File: src/stq_pkg.sv
// Shared types and constants of the sorted timer event queue.
// No dependencies; every module of the block imports it.
`default_nettype none

package stq_pkg;

  // One stored queue entry.
  typedef struct packed {
    logic [63:0] deadline;
    logic [7:0]  tag;
  } stq_entry_t;

  // Enables of the deadline unit's two stages.
  typedef struct packed {
    logic mul_en;
    logic add_en;
  } stq_dl_ctl_t;

  // Input command codes.
  localparam logic CMD_ADD  = 1'b0;
  localparam logic CMD_TICK = 1'b1;

  // Result status codes.
  localparam logic [2:0] ST_ADDED      = 3'd0;
  localparam logic [2:0] ST_DROPPED    = 3'd1;
  localparam logic [2:0] ST_NO_EXPIRY  = 3'd2;
  localparam logic [2:0] ST_FIRED      = 3'd3;
  localparam logic [2:0] ST_IDLE_REARM = 3'd4;

  // Configuration register indexes.
  localparam logic CFG_TICKS_PER_SECOND = 1'b0;
  localparam logic CFG_IDLE_TIMEOUT     = 1'b1;

  // Configuration reset values.
  localparam logic [31:0] TPS_RESET  = 32'd62500000;
  localparam logic [15:0] IDLE_RESET = 16'd30;

endpackage

`default_nettype wire

File: src/stq_ram.sv
// Entry store of the sorted timer event queue: one write and one read port.
// Read data is registered. Uses stq_pkg.
`default_nettype none

module stq_ram #(
  parameter int DEPTH = 16,
  parameter int AW    = 4
) (
  input  logic                clk,
  input  logic                wr_en,
  input  logic [AW-1:0]       wr_addr,
  input  stq_pkg::stq_entry_t wr_data,
  input  logic                rd_en,
  input  logic [AW-1:0]       rd_addr,
  output stq_pkg::stq_entry_t rd_data
);
  import stq_pkg::*;

  stq_entry_t mem [DEPTH];
  stq_entry_t rd_data_r;

  always_ff @(posedge clk) begin
    if (wr_en) begin
      mem[wr_addr] <= wr_data;
    end
    if (rd_en) begin
      rd_data_r <= mem[rd_addr];
    end
  end

  assign rd_data = rd_data_r;

endmodule

`default_nettype wire

File: src/stq_dl_unit.sv
// Deadline unit: base tick plus rate times seconds, in two registered stages.
// The 32x16 product is registered before the 64-bit add. Uses stq_pkg.
`default_nettype none

module stq_dl_unit (
  input  logic                 clk,
  input  stq_pkg::stq_dl_ctl_t ctl,
  input  logic [31:0]          rate,
  input  logic [15:0]          seconds,
  input  logic [63:0]          base,
  output logic [63:0]          deadline
);
  import stq_pkg::*;

  logic [47:0] prod_r;
  logic [63:0] dl_r;

  always_ff @(posedge clk) begin
    if (ctl.mul_en) begin
      prod_r <= {16'd0, rate} * {32'd0, seconds};
    end
    if (ctl.add_en) begin
      dl_r <= base + {16'd0, prod_r};
    end
  end

  assign deadline = dl_r;

endmodule

`default_nettype wire

File: src/sorted_timer_event_queue.sv
// Sorted timer event queue. Each item goes from S_IDLE to S_DONE, which loads the output
// register: at once for a tick without expiry or a dropped add; via S_POP1, S_POP2 for a pop;
// via S_POP1, S_MUL, S_ADD, S_ARM for a pop that empties the queue; via S_MUL, S_ADD, S_ARM
// for an idle re-arm; for an add via S_MUL, S_ADD, S_ARM and the insertion walk over the memory:
// S_WALK shifts later entries back, S_PLACE writes a new head. A full output holds S_DONE.
// Synchronous active-low reset clears counter, compare value, count and loads register defaults.
`default_nettype none

module sorted_timer_event_queue #(
  parameter int QUEUE_DEPTH = 16
) (
  input  logic        clk,
  input  logic        rst_n,
  // Input channel. tdata: timeout_seconds [15:0], event_tag [23:16].
  input  logic        in_tvalid,
  output logic        in_tready,
  input  logic [23:0] in_tdata,
  // tuser: cmd [0].
  input  logic [0:0]  in_tuser,
  // Result channel. tdata: fired_tag [7:0], armed_deadline [71:8],
  // pending_count [76:72], zero fill [79:77].
  output logic        out_tvalid,
  input  logic        out_tready,
  output logic [79:0] out_tdata,
  // tuser: status [2:0].
  output logic [2:0]  out_tuser,
  // Configuration write port.
  input  logic        cfg_we,
  input  logic [0:0]  cfg_index,
  input  logic [31:0] cfg_wdata
);
  import stq_pkg::*;

  localparam int AW = $clog2(QUEUE_DEPTH);
  localparam int CW = $clog2(QUEUE_DEPTH + 1);
  localparam logic [AW:0]   DEPTH_A = (AW + 1)'(QUEUE_DEPTH);
  localparam logic [CW-1:0] DEPTH_C = CW'(QUEUE_DEPTH);

  // The queue lives in the memory as a ring: position p of the sorted order sits at
  // address head + p, wrapped at the depth. Popping the head just moves head forward.
  typedef enum logic [8:0] {
    S_IDLE  = 9'b000000001,
    S_MUL   = 9'b000000010,
    S_ADD   = 9'b000000100,
    S_ARM   = 9'b000001000,
    S_WALK  = 9'b000010000,
    S_PLACE = 9'b000100000,
    S_POP1  = 9'b001000000,
    S_POP2  = 9'b010000000,
    S_DONE  = 9'b100000000
  } state_t;

  state_t        state_r, state_nxt;
  logic [31:0]   tps_r, tps_nxt;
  logic [15:0]   idle_r, idle_nxt;
  logic [63:0]   tick_r, tick_nxt;
  logic [63:0]   cmp_r, cmp_nxt;
  logic [CW-1:0] count_r, count_nxt;
  logic [AW-1:0] head_r, head_nxt;
  logic [AW-1:0] pos_r, pos_nxt;
  logic [15:0]   sec_r, sec_nxt;
  logic [7:0]    tag_in_r, tag_in_nxt;
  logic          mode_add_r, mode_add_nxt;
  logic [2:0]    status_r, status_nxt;
  logic [7:0]    res_tag_r, res_tag_nxt;
  logic          out_valid_r, out_valid_nxt;
  logic [2:0]    out_status_r, out_status_nxt;
  logic [7:0]    out_tag_r, out_tag_nxt;
  logic [63:0]   out_dl_r, out_dl_nxt;
  logic [4:0]    out_count_r, out_count_nxt;

  logic          wr_en, rd_en;
  logic [AW-1:0] wr_addr, rd_addr;
  stq_entry_t    wr_data, rd_data, new_entry;
  stq_dl_ctl_t   dl_ctl;
  logic [63:0]   dl;
  logic [63:0]   tick_inc;
  logic [CW+4:0] count_wide;

  // Address of a sorted position in the ring.
  function automatic logic [AW-1:0] ring_addr(input logic [AW-1:0] base,
                                              input logic [AW-1:0] off);
    logic [AW:0] sum;
    sum = {1'b0, base} + {1'b0, off};
    if (sum >= DEPTH_A) begin
      sum = sum - DEPTH_A;
    end
    return sum[AW-1:0];
  endfunction

  stq_ram #(
    .DEPTH (QUEUE_DEPTH),
    .AW    (AW)
  ) u_ram (
    .clk     (clk),
    .wr_en   (wr_en),
    .wr_addr (wr_addr),
    .wr_data (wr_data),
    .rd_en   (rd_en),
    .rd_addr (rd_addr),
    .rd_data (rd_data)
  );

  // The multiplier stage runs in S_MUL and the add stage in S_ADD; the result then
  // holds steady through the walk because neither stage is enabled again.
  assign dl_ctl.mul_en = (state_r == S_MUL);
  assign dl_ctl.add_en = (state_r == S_ADD);

  stq_dl_unit u_dl (
    .clk      (clk),
    .ctl      (dl_ctl),
    .rate     (tps_r),
    .seconds  (sec_r),
    .base     (tick_r),
    .deadline (dl)
  );

  assign tick_inc           = tick_r + 64'd1;
  assign new_entry.deadline = dl;
  assign new_entry.tag      = tag_in_r;
  assign count_wide         = {5'd0, count_r};

  // Only one item is in work, so no read of an entry ever lands on the address
  // written in the cycle before; the walk writes position p while it reads p-2.
  always_comb begin
    state_nxt      = state_r;
    tps_nxt        = tps_r;
    idle_nxt       = idle_r;
    tick_nxt       = tick_r;
    cmp_nxt        = cmp_r;
    count_nxt      = count_r;
    head_nxt       = head_r;
    pos_nxt        = pos_r;
    sec_nxt        = sec_r;
    tag_in_nxt     = tag_in_r;
    mode_add_nxt   = mode_add_r;
    status_nxt     = status_r;
    res_tag_nxt    = res_tag_r;
    out_valid_nxt  = out_valid_r;
    out_status_nxt = out_status_r;
    out_tag_nxt    = out_tag_r;
    out_dl_nxt     = out_dl_r;
    out_count_nxt  = out_count_r;
    wr_en          = 1'b0;
    wr_addr        = ring_addr(head_r, pos_r);
    wr_data        = new_entry;
    rd_en          = 1'b0;
    rd_addr        = head_r;

    if (cfg_we) begin
      case (cfg_index)
        CFG_TICKS_PER_SECOND: tps_nxt = cfg_wdata;
        CFG_IDLE_TIMEOUT:     idle_nxt = cfg_wdata[15:0];
        default: ;
      endcase
    end

    if (out_tready) begin
      out_valid_nxt = 1'b0;
    end

    case (state_r)
      S_IDLE: begin
        if (in_tvalid) begin
          res_tag_nxt = 8'd0;
          if (in_tuser[0] == CMD_ADD) begin
            if (count_r == DEPTH_C) begin
              status_nxt = ST_DROPPED;
              state_nxt  = S_DONE;
            end else begin
              sec_nxt      = in_tdata[15:0];
              tag_in_nxt   = in_tdata[23:16];
              mode_add_nxt = 1'b1;
              status_nxt   = ST_ADDED;
              state_nxt    = S_MUL;
            end
          end else begin
            tick_nxt = tick_inc;
            if (tick_inc < cmp_r) begin
              status_nxt = ST_NO_EXPIRY;
              state_nxt  = S_DONE;
            end else if (count_r == '0) begin
              sec_nxt      = idle_r;
              mode_add_nxt = 1'b0;
              status_nxt   = ST_IDLE_REARM;
              state_nxt    = S_MUL;
            end else begin
              rd_en      = 1'b1;
              rd_addr    = head_r;
              status_nxt = ST_FIRED;
              state_nxt  = S_POP1;
            end
          end
        end
      end
      S_MUL: begin
        state_nxt = S_ADD;
      end
      S_ADD: begin
        state_nxt = S_ARM;
      end
      S_ARM: begin
        if (mode_add_r) begin
          // Start the walk from the tail, one past the last stored entry.
          pos_nxt = count_r[AW-1:0];
          if (count_r == '0) begin
            state_nxt = S_PLACE;
          end else begin
            rd_en     = 1'b1;
            rd_addr   = ring_addr(head_r, count_r[AW-1:0] - AW'(1));
            state_nxt = S_WALK;
          end
        end else begin
          cmp_nxt   = dl;
          state_nxt = S_DONE;
        end
      end
      S_WALK: begin
        // rd_data is the entry at position pos_r-1.
        wr_en   = 1'b1;
        wr_addr = ring_addr(head_r, pos_r);
        if (rd_data.deadline <= dl) begin
          // Lands behind an entry with an earlier or equal deadline, so the head and compare value stay.
          wr_data   = new_entry;
          count_nxt = count_r + CW'(1);
          state_nxt = S_DONE;
        end else begin
          wr_data = rd_data;
          pos_nxt = pos_r - AW'(1);
          if (pos_r == AW'(1)) begin
            state_nxt = S_PLACE;
          end else begin
            rd_en   = 1'b1;
            rd_addr = ring_addr(head_r, pos_r - AW'(2));
          end
        end
      end
      S_PLACE: begin
        // New head of the queue.
        wr_en     = 1'b1;
        wr_addr   = ring_addr(head_r, pos_r);
        wr_data   = new_entry;
        cmp_nxt   = dl;
        count_nxt = count_r + CW'(1);
        state_nxt = S_DONE;
      end
      S_POP1: begin
        res_tag_nxt = rd_data.tag;
        if (count_r == CW'(1)) begin
          // Last event leaves: arm the idle timeout from the current tick.
          head_nxt     = ring_addr(head_r, AW'(1));
          count_nxt    = '0;
          sec_nxt      = idle_r;
          mode_add_nxt = 1'b0;
          state_nxt    = S_MUL;
        end else begin
          rd_en     = 1'b1;
          rd_addr   = ring_addr(head_r, AW'(1));
          state_nxt = S_POP2;
        end
      end
      S_POP2: begin
        cmp_nxt   = rd_data.deadline;
        head_nxt  = ring_addr(head_r, AW'(1));
        count_nxt = count_r - CW'(1);
        state_nxt = S_DONE;
      end
      S_DONE: begin
        if (!out_valid_r || out_tready) begin
          out_valid_nxt  = 1'b1;
          out_status_nxt = status_r;
          out_tag_nxt    = res_tag_r;
          out_dl_nxt     = cmp_r;
          out_count_nxt  = count_wide[4:0];
          state_nxt      = S_IDLE;
        end
      end
      default: begin
        state_nxt = S_IDLE;
      end
    endcase
  end

  always_ff @(posedge clk) begin
    if (!rst_n) begin
      state_r     <= S_IDLE;
      tps_r       <= TPS_RESET;
      idle_r      <= IDLE_RESET;
      tick_r      <= '0;
      cmp_r       <= '0;
      count_r     <= '0;
      head_r      <= '0;
      out_valid_r <= 1'b0;
    end else begin
      state_r     <= state_nxt;
      tps_r       <= tps_nxt;
      idle_r      <= idle_nxt;
      tick_r      <= tick_nxt;
      cmp_r       <= cmp_nxt;
      count_r     <= count_nxt;
      head_r      <= head_nxt;
      out_valid_r <= out_valid_nxt;
    end
  end

  always_ff @(posedge clk) begin
    pos_r        <= pos_nxt;
    sec_r        <= sec_nxt;
    tag_in_r     <= tag_in_nxt;
    mode_add_r   <= mode_add_nxt;
    status_r     <= status_nxt;
    res_tag_r    <= res_tag_nxt;
    out_status_r <= out_status_nxt;
    out_tag_r    <= out_tag_nxt;
    out_dl_r     <= out_dl_nxt;
    out_count_r  <= out_count_nxt;
  end

  // A new transaction is taken whenever no item is in work; a result still waiting
  // in the output register does not hold it back.
  assign in_tready  = (state_r == S_IDLE);
  assign out_tvalid = out_valid_r;
  assign out_tuser  = out_status_r;
  assign out_tdata  = {3'd0, out_count_r, out_dl_r, out_tag_r};

endmodule

`default_nettype wire

File: config.mk
export PLATFORM = sky130hd
export DESIGN_NAME = sorted_timer_event_queue
export DESIGN_NICKNAME = d
export VERILOG_FILES = /design/src/stq_pkg.sv /design/src/stq_ram.sv /design/src/stq_dl_unit.sv /design/src/sorted_timer_event_queue.sv
export SDC_FILE = /design/constraint.sdc
export NUM_CORES = 2
export LEC_CHECK = 0
export ABC_CLOCK_PERIOD_IN_PS = 18550
export BUFFER_PORTS_ARGS = -buffer_cell sky130_fd_sc_hd__buf_2
export CAP_MARGIN = 20
export CORE_ASPECT_RATIO = 1.2
export CORE_UTILIZATION = 58
export DETAILED_ROUTE_END_ITERATION = 16
export PLACE_DENSITY_LB_ADDON = 0.25
export SETUP_SLACK_MARGIN = 0.02
export SYNTH_ARGS = -nofsm -noshare
export SYNTH_HDL_FRONTEND = slang
export SYNTH_HIERARCHICAL = 1
export SYNTH_SLANG_ARGS = --single-unit
File: constraint.sdc
create_clock -name clk -period 18.55 [get_ports clk]
set_clock_uncertainty 0.1 [all_clocks]
set_input_delay 0.9275 -clock clk [delete_from_list [all_inputs] [get_ports clk]]
set_output_delay 0.9275 -clock clk [all_outputs]
set_load 0.05 [all_outputs]
==> results.cfg <==
[worst_setup_path]
critical_path.max_stage_delay_ns = 0.90
worst-path-buf-inv = 4
rr_startpoint = u_ram/rd_data[38]
timing.critical_path.cells = ha_1 > nand4_1 > nor4_1 > buf_4 > a22oi_1 > o211ai_1 > a32oi_1 > a21oi_1 > nand2_1 > o311ai_2 > buf_4 > buf_4 > buf_4 > mux4_2 > a22oi_1 > nand2_1
timing.critical_path.from = u_ram/rd_data[38]
worstPathMaxFanout = 67
crit_family = buffers and inverters
cp_slowest_cell = sky130_fd_sc_hd__a21oi_1
critPathMostFrequentCell = sky130_fd_sc_hd__buf_4
crit_path_end_kind = register
crit_required_ns = 18.98
critPathArrivalTime_ns = 7.83
critical_path.startpoint_type = register
timing.setup.critical_path_class = register to register

[floorplan]
die_w_um = 354
placement_rows = 154
die_area_sq_um = 150000
die_height_um = 424
core_region_area_sq_um = 147000
io_pins = 148
start_util_pct = 58.5

[synthesis]
synth.avg_cell_area_sq_um = 13.4
syn-cell-area_sq_um = 86000
synth-seq-area-share_pct = 55.4
yosysMostFrequentCell = sky130_fd_sc_hd__edfxtp_1
netlist_top_cells_area = sky130_fd_sc_hd__edfxtp_1 51%, sky130_fd_sc_hd__fa_1 9.8%, sky130_fd_sc_hd__mux4_2 7.5%, sky130_fd_sc_hd__ha_1 4.6%, sky130_fd_sc_hd__dfxtp_1 4.5%
synth_top_area_share_pct = 50.8
synthesis.yosys.warnings = 6
synth_async_sr_flop_share_pct = 0
synth.lib_cells_used.distinct = 87
synth.cells.most_frequent = 1456 x sky130_fd_sc_hd__edfxtp_1, 882 x sky130_fd_sc_hd__nand2_1, 633 x sky130_fd_sc_hd__inv_1
synth_area_leader_cell = sky130_fd_sc_hd__edfxtp_1
yosys_register_bits = 1651
number_of_enable_type_register_cells_in_the_synthesized_netlist = 1456
dominantRegCellSynth = sky130_fd_sc_hd__edfxtp_1
synthesized_instance_count = 6438

[cells_and_area]
synthToLayoutAreaGrowth_pct = 9.62
drive_above_1_share_pct = 13.3
fillCellCount = 10603
postLayoutCellArea_sq_um = 94300
post-route-util_pct = 64.1
nNetsFinal = 7376

[cts]
insertion_delay_ns = 0.82
cts_setup_buffers = 0
clock-sinks = 1651
cts.repair.resized = 0
cts_root_buffer = sky130_fd_sc_hd__clkbuf_16
cts-buffers-inserted = 157
cts_tree = done
clock_buffer_depth = 3
cts_hold_buffers_added = 0
clock_tree.htree_level_count = 4
clkTransAtPathRegs_ns = 0.06

[outcome]
outcome = complete, no violations

[drt]
vias_post_dr = 53551
ant_nets = 0
drt-vias-per-instance = 6.18
drt_wl_total_mm = 221
first_pass_iters = 6
route.detailed.drc = 0
avgRoutedWirePerCell_um = 25.5
first_iter_violations = 5289

[sta]
setup_repair_after_global_routing_missed_its_margin = false
layout_worst_path_cycle_share_pct = 39.9
accumulated_negative_setup_slack_ns = 0
holdWs_ns = 0.199
timing.final.hold_violations = 0
setup_viol = 0
min_clock_period_post_route_ns = 7.41
worst_slew_margin_rel_pct = 22.7
fmax_ghz = 0.135
tightest_slew_ns = 1.16
maxSlewViolCount = 0

[global_routing]
via_count_of_the_first_global_routing_pass = 54306
grt_max_degree = 102
grt_antenna_before_repair = 11
wire_length_of_the_first_global_routing_pass_mm = 331
grt.overflow.total = 0
grt.total_usage_pct = 29.7

[worst_hold_path]
timing.hold.worst.start = in_tdata[20]
worst_hold_path_type = primary input to register

[placed_design]
post_dp_cell_area_sq_um = 89100
buffer_ports.inserted = 144
detailed_place_hpwl_mm = 140
replace_congestion = 0.946

[job]
drv_cap = 0
-- layout make-up --
type | instances | area (sq um) | area share, %
repair buffers | 294 | 1910 | 2.02
clock inverters | 81 | 768 | 0.815
diodes | 3 | 7.51 | 0.00796
inverters | 633 | 2380 | 2.52
well taps | 1950 | 2440 | 2.59
flip-flops and latches | 1651 | 47600 | 50.5
multi-input cells | 3841 | 34800 | 36.9
clock buffers | 207 | 4330 | 4.60
-- sequential cells by signal (all words and copies together), names as in the netlist, 8 cells and up --
name           cells
state_r            9
tps_r             32
u_dl/deadline     64
u_ram/rd_data     72
tag_in_r           8
res_tag_r          8
out_tag_r          8
cmp_r             64
u_dl/prod_r       48
tick_r            64
out_dl_r          64
idle_r            16
u_ram/mem       1152
sec_r             16
-- final timing paths --
check | cells after the start | slack [ns] | endpoint
max | 16 | 11.14 | u_ram/rd_data[48]
min | 1 | 0.20 | tag_in_r[4]
max reg2reg | 16 | 11.14 | u_ram/rd_data[48]
min reg2reg | 0 | 0.32 | out_tag_r[1]
-- cell usage in the layout, fill, tap and decap left out, types with 103 or more instances in the layout --
cell                        Yosys  layout
sky130_fd_sc_hd__inv_1        633     632
sky130_fd_sc_hd__xor2_1       103     103
sky130_fd_sc_hd__edfxtp_1    1456    1456
sky130_fd_sc_hd__buf_4         13     142
sky130_fd_sc_hd__a22oi_1      148     148
sky130_fd_sc_hd__nor2_1       243     230
sky130_fd_sc_hd__xnor2_1      115     115
sky130_fd_sc_hd__mux4_2       288     288
sky130_fd_sc_hd__nand2_1      882     882
sky130_fd_sc_hd__buf_2         29     146
sky130_fd_sc_hd__ha_1         313     313
sky130_fd_sc_hd__and2_1       246     245
sky130_fd_sc_hd__a21oi_1      226     225
sky130_fd_sc_hd__dfxtp_1      195     195
sky130_fd_sc_hd__fa_1         422     422
sky130_fd_sc_hd__clkbuf_16      0     163
sky130_fd_sc_hd__o21ai_0      160     148
-- cells by family after synthesis --
logic type,Yosys count,synth area share (%)
AOI/OAI and AO/OA,828,6.32
DFF,1651,55.4
xor gates and xnor gates,218,2.22
muxes,312,7.84
buffers and inverters,948,4.41
other,1,0.00436
adders and majority gates,735,14.4
and+or+nand+nor,1745,9.47
-- per-stage QoR --
| step | std cells | setup WS [ns] |
|---|---|---|
| detailed placement | 8362 | 11.21 |
| CTS | 8650 | 11.21 |
| global placement | 8359 | 11.30 |
| global route | 8659 | 10.88 |
| finish | 8660 | 11.14 |
| floorplan | 6440 | 11.22 |
-- per-layer routing --
metal | part of all wire (%) | vias up | global-route usage, %
met5 | 0.013 | - | 0
met3 | 8.8 | 495 | 4.75
met1 | 39 | 27126 | 39.6
met4 | 3.5 | 4 | 10.1
li1 | - | 23306 | -
met2 | 49 | 2620 | 49.7
Power is left out: the tool's default activity adds up to more than one toggle a clock period on the data nets, which glitch-free logic cannot reach.
